## src/sv/msq_pkg.sv

```systemverilog
// ============================================================================
// msq_pkg
// Shared types and constants for the marching-squares cell core.
// ============================================================================
package msq_pkg;

   localparam int MAX_ROW_POINTS_DEF = 1024;
   localparam int COORD_W = 32;
   localparam int PPR_W = 11;
   localparam int AXIS_W = 2;
   localparam int CSR_IDX_W = 2;
   localparam int T_W = 32;       // Q2.30 fraction, value at most 2^30
   localparam int DIFF_W = 33;    // coordinate minus level
   localparam int MAG_W = 34;     // sum of two magnitudes

   localparam logic [CSR_IDX_W-1:0] REG_AXIS_SELECT   = 2'd0;
   localparam logic [CSR_IDX_W-1:0] REG_LEVEL_VALUE   = 2'd1;
   localparam logic [CSR_IDX_W-1:0] REG_POINTS_PER_ROW = 2'd2;

   typedef logic signed [COORD_W-1:0] coord_type;

   typedef struct packed {
      coord_type x;
      coord_type y;
      coord_type z;
   } point_type;

   typedef struct packed {
      point_type a;
      point_type b;
      logic      last;
   } segment_type;

   // controller -> datapath
   typedef struct packed {
      logic       load;       // capture item, read store
      logic       classify;   // corners ready, compute sides
      logic       div_start;  // start divider on edge_sel
      logic [1:0] edge_sel;
      logic       lerp;       // divider done, interpolate edge_sel
      logic       emit;       // build segment seg_sel into output reg
      logic       seg_sel;
      logic       commit;     // update line store and counters
   } cmd_type;

   // datapath -> controller
   typedef struct packed {
      logic       has_cell;
      logic [3:0] cross_mask;
      logic [2:0] cross_count;
      logic       div_done;
   } status_type;

endpackage

```

## src/sv/msq_control.sv

```systemverilog
// ============================================================================
// msq_control
// Sequencer: accept point, classify, divide each crossing, emit segments.
// ============================================================================
module msq_control (
   input  logic                clock,
   input  logic                reset,
   input  logic                req_valid,
   output logic                req_ready,
   output logic                rsp_valid,
   input  logic                rsp_ready,
   output msq_pkg::cmd_type    cmd,
   input  msq_pkg::status_type status
);
   import msq_pkg::*;

   typedef enum logic [2:0] {
      S_IDLE, S_CLASS, S_CHECK, S_DIV, S_WAIT, S_EMIT, S_OUT, S_COMMIT
   } state_type;

   state_type  state_ff, state_in;
   logic [1:0] edge_ff, edge_in;
   logic       seg_ff, seg_in;
   logic       rsp_ff, rsp_in;

   always_comb begin
      state_in = state_ff;
      edge_in  = edge_ff;
      seg_in   = seg_ff;
      rsp_in   = rsp_ff;
      cmd      = '0;
      cmd.edge_sel = edge_ff;
      cmd.seg_sel  = seg_ff;
      req_ready = (state_ff == S_IDLE);
      unique case (state_ff)
         S_IDLE: begin
            if (req_valid) begin
               cmd.load = 1'b1;
               state_in = S_CLASS;
            end
         end
         S_CLASS: begin
            cmd.classify = 1'b1;
            state_in = S_CHECK;
         end
         S_CHECK: begin
            edge_in = 2'd0;
            seg_in  = 1'b0;
            if (status.has_cell && status.cross_count != 3'd0) state_in = S_DIV;
            else state_in = S_COMMIT;
         end
         S_DIV: begin
            if (status.cross_mask[edge_ff]) begin
               cmd.div_start = 1'b1;
               state_in = S_WAIT;
            end else if (edge_ff == 2'd3) begin
               // last edge has no crossing: all crossings are done
               state_in = S_EMIT;
            end else begin
               edge_in = edge_ff + 2'd1;
            end
         end
         S_WAIT: begin
            if (status.div_done) begin
               cmd.lerp = 1'b1;
               if (edge_ff == 2'd3) begin
                  state_in = S_EMIT;
               end else begin
                  edge_in  = edge_ff + 2'd1;
                  state_in = S_DIV;
               end
            end
         end
         S_EMIT: begin
            cmd.emit = 1'b1;
            rsp_in   = 1'b1;
            state_in = S_OUT;
         end
         S_OUT: begin
            if (rsp_ready) begin
               rsp_in = 1'b0;
               if (status.cross_count == 3'd4 && !seg_ff) begin
                  seg_in   = 1'b1;
                  state_in = S_EMIT;
               end else begin
                  state_in = S_COMMIT;
               end
            end
         end
         S_COMMIT: begin
            cmd.commit = 1'b1;
            state_in = S_IDLE;
         end
         default: state_in = S_IDLE;
      endcase
   end

   always_ff @(posedge clock) begin
      if (reset) begin
         state_ff <= S_IDLE;
         edge_ff  <= '0;
         seg_ff   <= 1'b0;
         rsp_ff   <= 1'b0;
      end else begin
         state_ff <= state_in;
         edge_ff  <= edge_in;
         seg_ff   <= seg_in;
         rsp_ff   <= rsp_in;
      end
   end

   assign rsp_valid = rsp_ff;
endmodule

```

## config.mk

```make
export PLATFORM = sky130hd
export DESIGN_NAME = msq_control
export DESIGN_NICKNAME = d
export VERILOG_FILES = /design/src/sv/msq_pkg.sv /design/src/sv/msq_control.sv
export SDC_FILE = /design/constraint.sdc
export NUM_CORES = 1
export LEC_CHECK = 0
export BUFFER_PORTS_ARGS = -buffer_cell sky130_fd_sc_hd__buf_2
export CAP_MARGIN = 10
export CORE_AREA = 2 2 39 41
export CTS_BUF_LIST = sky130_fd_sc_hd__clkbuf_8 sky130_fd_sc_hd__clkbuf_16
export DETAILED_ROUTE_END_ITERATION = 8
export DIE_AREA = 0 0 41 43
export GPL_TIMING_DRIVEN = 0
export PLACE_DENSITY = 0.72
export SLEW_MARGIN = 5
export SYNTH_ARGS = -nofsm -noshare
export SYNTH_HDL_FRONTEND = slang
export SYNTH_SLANG_ARGS = --single-unit
```

## constraint.sdc

```tcl
create_clock -name clock -period 2.7 [get_ports clock]
set_input_delay 0.27 -clock clock [delete_from_list [all_inputs] [get_ports clock]]
set_output_delay 0.27 -clock clock [all_outputs]
set_load 0.02 [all_outputs]
```

Word level (Yosys, flattened, before mapping) --
Cells that the tools add are included. W data, S select, Z words.
Word-level totals: register bits after elaboration 7, input port bits 13, output and inout port bits 11, word-level logic and storage cells 62
Cells by class: $add $sub $neg 1, order comparisons 1, equal/unequal tests 15, multiplexer cells 29, reductions and logical operators 12
Operator list (count):
- $pmux W3 S8 | 1
- $mux W3 | 7
- $eq A3 B3 Y1 const B | 5
- $mux W1 | 13
- $ne A2 B2 Y1 const B | 5
- $mux W2 | 4
- $eq A3 B2 Y1 const B | 2
- $pmux W2 S3 | 1
- $reduce_and A3 Y1 | 2
- $reduce_bool A3 Y1 | 2
- $pmux W1 S2 | 2
- $reduce_and A4 Y1 | 1
- $reduce_bool A2 Y1 | 2
- $eq A3 B1 Y1 const B | 1
- $logic_not A3 Y1 | 1
- $lt A2 B3 Y1 const B | 1
- $ne A3 B3 Y1 const B | 1
- $add A2 B1 Y2 const B | 1
- $bmux W1 S2 | 1
- $eq A2 B2 Y1 const B | 1
- $logic_and A1 B1 Y1 | 2
- $reduce_and A2 Y1 | 1
- $logic_not A1 Y1 | 1

Depth between registers and ports, before layout --
Gate-level depths: netlist of the first run.
depth after elaboration 5, depth in mapped cells 6, depth with buffers taken out 5

Worst setup path after synthesis of the first run --
Ideal clock, no wire load.
path kind register to register, start register edge_ff[0], end register state_ff[1], setup time 0.059 ns, arrival time 1.824 ns, required time 2.641 ns, path slack 0.817 ns, stages on the path, launching flop included 5, path buffers 0, period minus slack after synthesis 1.883 ns, path through dfxtp_1 mux4_2 or3_4 a311oi_2 a31o_1
On the way: longest elaborated chain between the ends 4, elaborated cells between the ends (all ways) 9, classes of those cells 2 x eq/ne; 6 x mux; 1 x reduce/logical
RTL lines:
- from (decl) | RTL line msq_control.sv:22 | logic [1:0] edge_ff, edge_in;
- from (signal assigned) | RTL line msq_control.sv:106 | edge_ff <= edge_in;
- $bmux W1 S2 or $eq A2 B2 Y1 (tied branches) | RTL line msq_control.sv:53, msq_control.sv:56, msq_control.sv:66
- $mux W1 (implied by the code) or $mux W3 (tied branches) | RTL line msq_control.sv:53, msq_control.sv:66
- $mux W3, or another cell as far along | RTL line msq_control.sv:53 | if (status.cross_mask[edge_ff]) begin
- $pmux W3 S8 or $reduce_and A4 Y1 (tied branches)
- to (signal assigned) | RTL line msq_control.sv:105 | state_ff <= state_in;
- to (decl) | RTL line msq_control.sv:21 | state_type state_ff, state_in;
Several ways; a longest one is shown, not always the timed one. The select of a mux whose other input is x is not followed. A chain may end at the register's enable or synchronous reset.

==> impl_metrics.py, run 1 <==
metrics = {
    "outcome": {
        "status": "complete, no violations",
    },
    "min_path": {
        "worstHoldPathType": "primary input to flip-flop",
    },
    "setup_path": {
        "critPathMaxFanout": 10,
        "worstSetupPathType": "flip-flop to output port",
        "cp_common_cell": "clkbuf_1",
        "crit_arrival_ps": 1640,
        "crit_path_end_kind": "output port",
        "cpPeakStageDelay_ps": 370,
        "path_cells": "clkbuf_1 -> clkbuf_1 -> nand2_1 -> nor2_1 -> buf_2",
        "r2r_slack_ps": 840,
        "cp.required_ps": 2430,
        "worst_path_max_delay_cell": "clkbuf_1",
        "critPathLaunchType": "flip-flop",
    },
    "synth": {
        "seq_area_frac_synth_pct": 25.2,
        "netlist_area_sq_um": 556,
        "synth.avg_cell_area_sq_um": 7.82,
        "yosys_warnings": 0,
        "synthCells": 71,
        "ys_types": 32,
        "ys_ff_latch": 7,
        "synthesis.nets": 86,
    },
    "global_route": {
        "grt_pass1_wl_microns": 2060,
        "grt_max_degree": 11,
        "grt_remaining_overflow": 0,
        "grt_use_total_pct": 17.4,
        "grt_pass1_vias": 506,
        "antenna_found_initial": 0,
    },
    "detailed_routing": {
        "viasPerCell": 5.50,
        "dr.pass1.iters": 4,
        "via_count": 621,
        "post_drt_wl_per_cell_microns": 12.0,
        "routed_wl_microns": 1350,
        "postRouteAntennaNets": 0,
        "drtIter0Drc": 13,
        "drc": 0,
    },
    "power_and_ir_drop": {
        "seqPwrFrac_pct": 28.8,
        "leakagePower_uw": 0.000334,
        "p_comb_share_pct": 37.3,
        "powerDensity_mw_per_mm2": 584,
        "clock_power_share_pct": 33.8,
        "swShare_pct": 35.9,
        "vdd_ir_drop_max_v": 0.000282,
        "p_int_uw": 274,
        "power.switching_uw": 153,
    },
    "cts": {
        "cts_root_buf": "clkbuf_8",
        "cts_buffers": 3,
        "clockBufferDepth": 2,
        "postCtsHoldBufs": 0,
        "htreeDepth": 1,
        "cts_num_sinks": 7,
        "cts_setup_buffers": 0,
        "clock_latency_ps": 230,
        "cts_resized": 0,
        "cts_tree": "done",
        "path_clk_slew_ps": 40,
    },
    "placement": {
        "dpl_cell_area_sq_um": 686,
        "io_buffers": 22,
        "place_congestion": 0.776,
        "hpwl_microns": 1060,
    },
    "sta": {
        "post-route-period-util_pct": 70.8,
        "tightest_slew_ps": 468,
        "slew_headroom_pct": 68.4,
        "fin_crit_ps": 1910,
        "rsz0062_at_grt": "no",
        "tns_ps": 0,
        "hold_viol_final": 0,
        "drv_slew": 0,
        "max_freq_mhz": 523,
        "finalSetupViolCount": 0,
        "skew_ps": 3.87,
    },
    "final_layout": {
        "seqCellArea_sq_um": 140,
        "area_growth_pct": 31.5,
        "antenna_cells": 0,
        "drive_above_1_share_pct": 33.0,
        "fillers": 150,
        "multi_input_comb_area_sq_um": 370,
        "finish.utilization_pct": 52.8,
        "nNetsFinal": 113,
        "final_area_sq_um": 731,
    },
    "die": {
        "die_y_microns": 43,
        "io_pins": 24,
        "design.die.area_sq_mm": 0.00176,
        "start_util_pct": 40.1,
        "coreArea_sq_mm": 0.00138,
        "rows": 14,
        "die_x_microns": 41,
    },
    "run": {
        "drv_cap": 0,
    },
}
## worst paths after layout
path | to | depth (start not counted) | from
worst max register to register | state_ff[1] | 4 | edge_ff[0]
worst max-delay path | cmd[0] | 5 | state_ff[2]
worst min register to register | rsp_valid | 2 | rsp_valid
worst min-delay path | edge_ff[0] | 2 | reset
## metal layers
metal	up-vias	track usage [%]	routed length [microns]
li1	315	-	-
met1	274	21.8	592
met2	32	25.6	640
met3	0	7.85	119
met4	0	6.00	0
met5	-	0	0
## sequential cells by signal, summed over array words and instances (netlist names)
register,cells
edge_ff,2
rsp_valid,1
seg_ff,1
state_ff,3
## kinds of logic (layout without fill, tap and decap cells)
kind of cell | after synthesis | count (layout) | share of synthesized area, %
buffers and inverters | 11 | 37 | 8.11
adder cells (fa/ha/maj) | 2 | 2 | 4.50
AND/OR/NAND/NOR | 30 | 30 | 31.8
flip-flops | 7 | 7 | 25.2
AO/OA/AOI/OAI | 18 | 18 | 22.7
multiplexers | 3 | 3 | 7.66
## cell usage in the layout (no fill, tap or decap), types with 2 or more instances in the layout
master and count:
buf_2 22, nor3_1 7, a21oi_1 7, dfxtp_1 7, inv_1 6, nor2_1 5
clkbuf_1 4, nand2_1 3, o21ai_0 3, nand3_1 3, clkbuf_8 3, nand2b_1 2
mux2i_1 2, nor3b_1 2, ha_1 2
## final cells by class
type	count	share of cell area, %
multi-input cells	53	50.7
flip-flops and latches	7	19.2
repair buffers	22	15.1
clock buffers	3	5.65
plain buffers	6	3.60
well taps	16	2.74
inverters	5	2.57
clock inverters	1	0.514
## cells in the mapped netlist (all sizes together)
master	n	share of area, %
or3	2	3.4
a31o	2	3.2
a311oi	1	2.7
o211ai	1	1.4
ha	2	4.5
mux2i	2	3.6
nand2b	2	2.3
mux4	1	4.1
nor3b	2	2.7
clkbuf	4	2.7
a21oi	7	6.3
nor4b	1	1.6
o21ai	3	2.7
inv	5	3.4
nor3	7	6.3
nand3	3	2.7
nand2	3	2.0
or3b	1	1.6
nor4bb	1	1.8
a21o	1	1.4
buf	2	2.0
and2	1	1.1
a2111o	1	2.0
nand3b	1	1.4
dfxtp	7	25
nor2	5	3.4
and3b	1	1.6
a32oi	1	1.6
a41oi	1	1.6
## metrics by stage
step           worst slack, ps  hold WS (ps)  cells  power (uW)
3_3_place_gp               865           519    109         281
4_1_cts                    799           427    113         429
2_1_floorplan              817           545     71         240
3_5_place_dp               859           532    109         283
5_1_grt                    692           507    113         459
6_report                   789           435    113         427
## worst max-delay path, delay by kind of cell, from the launching register on
family                 cells  cell delay, ps
and+or+nand+nor            2             280
buffers and inverters      3             820
DFF                        1             300
## power by group through the flow
| stage | sequential (uW) | combinational [uW] | clock [uW] |
|---|---|---|---|
| floorplan | 124 | 116 | 0 |
| global placement | 124 | 157 | 0 |
| detailed placement | 125 | 158 | 0 |
| CTS | 123 | 159 | 147 |
| global route | 124 | 177 | 157 |
| finish | 123 | 159 | 145 |
Power figures use the tool's default switching activity.
==> inputs of run 2 (changes only) <==
--- a/config.mk
+++ b/config.mk
@@ -7,10 +7,10 @@
 export LEC_CHECK = 0
 export BUFFER_PORTS_ARGS = -buffer_cell sky130_fd_sc_hd__buf_2
 export CAP_MARGIN = 10
-export CORE_AREA = 2 2 39 41
+export CORE_MARGIN = 1
+export CORE_UTILIZATION = 40
 export CTS_BUF_LIST = sky130_fd_sc_hd__clkbuf_8 sky130_fd_sc_hd__clkbuf_16
 export DETAILED_ROUTE_END_ITERATION = 8
-export DIE_AREA = 0 0 41 43
 export GPL_TIMING_DRIVEN = 0
 export PLACE_DENSITY = 0.72
 export SLEW_MARGIN = 5
==> constraint.sdc (replaced) <==
create_clock -name clock -period 1.5 [get_ports clock]
set_input_delay 0.15 -clock clock [delete_from_list [all_inputs] [get_ports clock]]
set_output_delay 0.15 -clock clock [all_outputs]
set_load 0.02 [all_outputs]
==> impl_metrics.py, run 2 (same netlist as run 1, synthesis figures left out) <==
metrics = {
    "outcome": {
        "status": "finished, violations left",
        "violations": "negative setup slack",
    },
    "final_layout": {
        "largest_reg_flops": 3,
        "final_common_cell": "buf_2",
        "fillers": 126,
        "drive_above_1_share_pct": 44.4,
        "top_register": "state_ff",
        "antenna_cells": 0,
        "area_growth_pct": 43.2,
        "final_cell_mix": "buf_2, a21oi_1, buf_4, inv_1",
        "biggestRegsByFlops": "state_ff (3), edge_ff (2)",
        "final_area_sq_um": 796,
        "nNetsFinal": 115,
    },
    "setup_path": {
        "critPathMaxFanout": 3,
        "worstSetupStartpoint": "edge_ff[0]",
        "crit_path_end_kind": "flip-flop",
        "critPathLaunchType": "flip-flop",
        "r2r_start": "edge_ff[0]",
        "cp.required_ps": 1670,
        "worstSetupPathType": "flip-flop to flip-flop",
        "crit_arrival_ps": 1870,
    },
    "detailed_routing": {
        "routed_wl_microns": 1350,
        "via_count": 651,
        "post_drt_wl_per_cell_microns": 11.8,
        "viasPerCell": 5.71,
        "drtIter0Drc": 11,
        "dr.pass1.iters": 4,
        "drc": 0,
        "postRouteAntennaNets": 0,
    },
    "cts": {
        "htreeDepth": 1,
        "cts_buffers": 3,
        "clock_latency_ps": 220,
        "clockBufferDepth": 2,
        "cts_tree": "done",
        "cts_root_buf": "clkbuf_8",
        "cts_num_sinks": 7,
        "path_clk_slew_ps": 40,
    },
    "placement": {
        "hpwl_microns": 1010,
        "dpl_cell_area_sq_um": 699,
        "io_buffers": 22,
        "place_congestion": 0.804,
    },
    "die": {
        "rows": 13,
        "start_util_pct": 42.7,
        "design.die.area_sq_mm": 0.00154,
        "coreArea_sq_mm": 0.00130,
        "io_pins": 24,
        "die_x_microns": 39.3,
        "die_y_microns": 39.3,
    },
    "sta": {
        "tightest_slew_ps": 412,
        "whs_ps": 329,
        "drv_slew": 0,
        "fin_crit_ps": 1700,
        "post-route-period-util_pct": 113,
        "max_freq_mhz": 589,
        "finalSetupViolCount": 5,
        "hold_viol_final": 0,
        "skew_ps": 3.97,
        "rsz0062_at_grt": "yes",
        "slew_headroom_pct": 72.1,
        "fin_ws_ps": -198,
    },
    "global_route": {
        "antenna_found_initial": 0,
        "grt_pass1_vias": 493,
        "grt_max_degree": 11,
        "grt_remaining_overflow": 0,
        "grt_use_total_pct": 19.0,
        "grt_pass1_wl_microns": 1930,
    },
    "min_path": {
        "hold_start": "reset",
        "worstHoldPathType": "primary input to flip-flop",
    },
    "power_and_ir_drop": {
        "powerDensity_mw_per_mm2": 1010,
        "vdd_ir_drop_max_v": 0.000641,
        "leakagePower_uw": 0.000369,
    },
    "run": {
        "drv_cap": 0,
    },
}
[run 2: changes by cell type in the layout (fill, tap and decap cells not counted), moves of 2 or more]
cell | before | now
buf_4 | 1 | 6
dfxtp_1 | 7 | 5
clkbuf_1 | 4 | 0
nor3_1 | 7 | 5
[run 2: stage by stage]
step	utilization, %	TNS, ps	setup slack (ps)	std cells	power [uW]
after global placement	53.8	-859	-230	108	513
after global routing	61.2	-1020	-243	114	857
after CTS	58.6	-771	-193	113	785
after floorplan	-	-704	-219	71	440
after detailed placement	53.8	-875	-231	108	518
final	61.2	-775	-198	114	806
[run 2: area by class of cell]
| class | instances | area (sq um) | area share (%) |
|---|---|---|---|
| clock inverters | 1 | 3.75 | 0.472 |
| inverters | 5 | 18.8 | 2.36 |
| repair buffers | 25 | 133 | 16.7 |
| plain buffers | 5 | 33.8 | 4.25 |
| clock buffers | 3 | 41.3 | 5.19 |
| multi-input cells | 53 | 402 | 50.5 |
| well taps | 15 | 18.8 | 2.36 |
| flip-flops and latches | 7 | 145 | 18.2 |
[run 2: worst max-delay path, cell delays in order (launching register included)]
cell	delay (ps)
dfxtp_4	340
mux4_2	530
or3_4	400
a311oi_2	250
a31o_1	130
[run 2: per-layer routing]
metal | vias up | track usage, % | wire, microns
li1 | 319 | - | -
met1 | 305 | 25.2 | 605
met2 | 23 | 27.5 | 653
met3 | 4 | 3.98 | 67
met4 | 0 | 12.1 | 21
met5 | - | 0 | 0
[run 2: path summary, 6_finish.rpt]
check	end	slack [ps]	cells after the start
setup / recovery	state_ff[1]	-200	4
hold / removal	edge_ff[0]	330	2
setup reg to reg	state_ff[1]	-200	4
hold reg to reg	rsp_valid	520	2
[run 2: what timing repair did]
| action | CTS | global route |
|---|---|---|
| hold buffers | 0 | 0 |
| setup endpoints to repair | 12 | 9 |
| buffers inserted | 2 | 1 |
| resized for setup | 4 | 11 |
[run 2: power by group]
group,internal [uW],leakage (uW),switching [uW]
Combinational,141,0.000284,184
Sequential,204,0.0000582,26.3
Clock,176,0.0000269,74.5
==> inputs of run 3 (changes only) <==
--- a/config.mk
+++ b/config.mk
@@ -13,6 +13,7 @@
 export DETAILED_ROUTE_END_ITERATION = 8
 export GPL_TIMING_DRIVEN = 0
 export PLACE_DENSITY = 0.72
+export REMOVE_ABC_BUFFERS = 1
 export SLEW_MARGIN = 5
 export SYNTH_ARGS = -nofsm -noshare
 export SYNTH_HDL_FRONTEND = slang
==> impl_metrics.py, run 3 (same netlist as run 1, synthesis figures left out) <==
metrics = {
    "outcome": {
        "status": "finished, violations left",
        "violations": "negative setup slack",
    },
    "die": {
        "coreArea_sq_mm": 0.00130,
        "die_x_microns": 39.3,
        "io_pins": 24,
        "design.die.area_sq_mm": 0.00154,
        "rows": 13,
        "start_util_pct": 42.7,
        "die_y_microns": 39.3,
    },
    "cts": {
        "postCtsHoldBufs": 0,
        "cts_root_buf": "clkbuf_8",
        "clockBufferDepth": 2,
        "cts_tree": "done",
        "cts_num_sinks": 7,
        "cts_buffers": 3,
        "htreeDepth": 1,
        "path_clk_slew_ps": 40,
        "clock_latency_ps": 220,
    },
    "final_layout": {
        "top_register": "state_ff",
        "final_area_sq_um": 757,
        "final_common_cell": "buf_2",
        "nNetsFinal": 111,
        "largest_reg_flops": 3,
        "biggestRegsByFlops": "state_ff (3), edge_ff (2)",
        "final_cell_mix": "buf_2, a21oi_1, inv_1, nor3_1",
        "drive_above_1_share_pct": 41.1,
        "antenna_cells": 0,
        "area_growth_pct": 36.3,
    },
    "sta": {
        "drv_slew": 0,
        "skew_ps": 1.43,
        "fin_ws_ps": -197,
        "tightest_slew_ps": 487,
        "finalSetupViolCount": 6,
        "max_freq_mhz": 589,
        "hold_viol_final": 0,
        "fin_crit_ps": 1700,
        "rsz0062_at_grt": "yes",
        "slew_headroom_pct": 67.5,
        "post-route-period-util_pct": 113,
    },
    "setup_path": {
        "cp.required_ps": 1660,
        "cpPeakStageDelay_ps": 510,
        "critPathMaxFanout": 3,
        "crit_arrival_ps": 1860,
        "crit_path_end_kind": "flip-flop",
        "path_cells": "mux4_2 -> or3_4 -> a311oi_2 -> a31o_1",
        "worst_path_max_delay_cell": "mux4_2",
        "critPathLaunchType": "flip-flop",
        "worstSetupPathType": "flip-flop to flip-flop",
    },
    "detailed_routing": {
        "post_drt_wl_per_cell_microns": 12.1,
        "drc": 0,
        "postRouteAntennaNets": 0,
        "routed_wl_microns": 1330,
        "viasPerCell": 5.64,
        "drtIter0Drc": 10,
        "dr.pass1.iters": 4,
        "via_count": 620,
    },
    "power_and_ir_drop": {
        "p_int_uw": 497,
        "leakagePower_uw": 0.000345,
        "p_comb_share_pct": 33.8,
        "total_power_uw": 766,
        "clock_power_share_pct": 32.2,
        "power.switching_uw": 269,
        "powerDensity_mw_per_mm2": 1010,
        "seqPwrFrac_pct": 33.9,
        "vdd_ir_drop_max_v": 0.000646,
        "swShare_pct": 35.1,
    },
    "global_route": {
        "antenna_found_initial": 0,
        "grt_remaining_overflow": 0,
        "grt_pass1_wl_microns": 2040,
        "grt_max_degree": 18,
        "grt_use_total_pct": 20.0,
        "grt_pass1_vias": 484,
    },
    "placement": {
        "hpwl_microns": 985,
        "dpl_cell_area_sq_um": 663,
        "io_buffers": 23,
        "place_congestion": 0.807,
    },
    "run": {
        "drv_cap": 0,
    },
    "min_path": {
        "worstHoldPathType": "primary input to flip-flop",
    },
}
[run 3: cell types whose count changed in the layout (fill, tap and decap cells not counted)]
cell / previous run / this run
nor3_1: 5 / 6
nand3_1: 2 / 3
buf_2: 22 / 23
buf_1: 1 / 0
o21ai_0: 3 / 1
nand3_2: 1 / 0
nor3_2: 1 / 0
o21ai_1: 0 / 2
clkbuf_4: 1 / 0
buf_4: 6 / 3
[run 3: what timing repair did]
action / 4_1_cts / 5_1_grt
setup endpoints to repair: 6 / 9
setup buffers: 3 / 0
resized for setup: 7 / 2
endpoints found under the hold margin: 0 / 0
pin swaps: 1 / 2
[run 3: worst max-delay path, delay by kind of cell, from the launching register on]
kind               cells  cell delay (ps)
DFF                    1              340
muxes                  1              510
and+or+nand+nor        1              420
AOI/OAI and AO/OA      2              370
[run 3: metal layers]
layer  global-route usage [%]  routed length, microns  part of all wire (%)  vias up
met4                     15.5                      36                   2.7        0
met1                     27.1                     624                    47      294
li1                         -                       -                     -      310
met2                     28.7                     643                    48       12
met3                     1.70                      24                   1.8        4
met5                        0                       0                     0        -
[run 3: final timing paths]
kind / startpoint / endpoint / slack (ps) / cells past startpoint
setup / recovery: edge_ff[0] / state_ff[1] / -200 / 4
hold reg to reg: rsp_valid / rsp_valid / 530 / 2
setup reg to reg: edge_ff[0] / state_ff[1] / -200 / 4
hold / removal: reset / edge_ff[0] / 200 / 2
[run 3: final cells by class]
cell class	instances	area, sq um
well taps	15	18.8
inverters	5	18.8
clock inverters	1	3.75
fillers	134	544
multi-input cells	53	392
repair buffers	26	138
clock buffers	3	41.3
flip-flops and latches	7	145
[run 3: power groups by stage]
stage	logic (uW)	clock network (uW)	registers, uW
floorplan	170	0	249
CTS	259	258	257
global placement	235	0	261
detailed placement	240	0	260
global route	287	271	264
finish	259	247	260
[run 3: stage by stage]
stage	TNS, ps	util, %	cells	hold slack, ps	setup WS (ps)
after global routing	-1250	58.2	110	220	-273
after detailed placement	-1270	51.0	103	448	-371
after global placement	-1230	51.0	103	449	-351
after floorplan	-1460	-	65	219	-384
after CTS	-770	58.2	110	199	-200
final	-728	58.2	110	201	-197
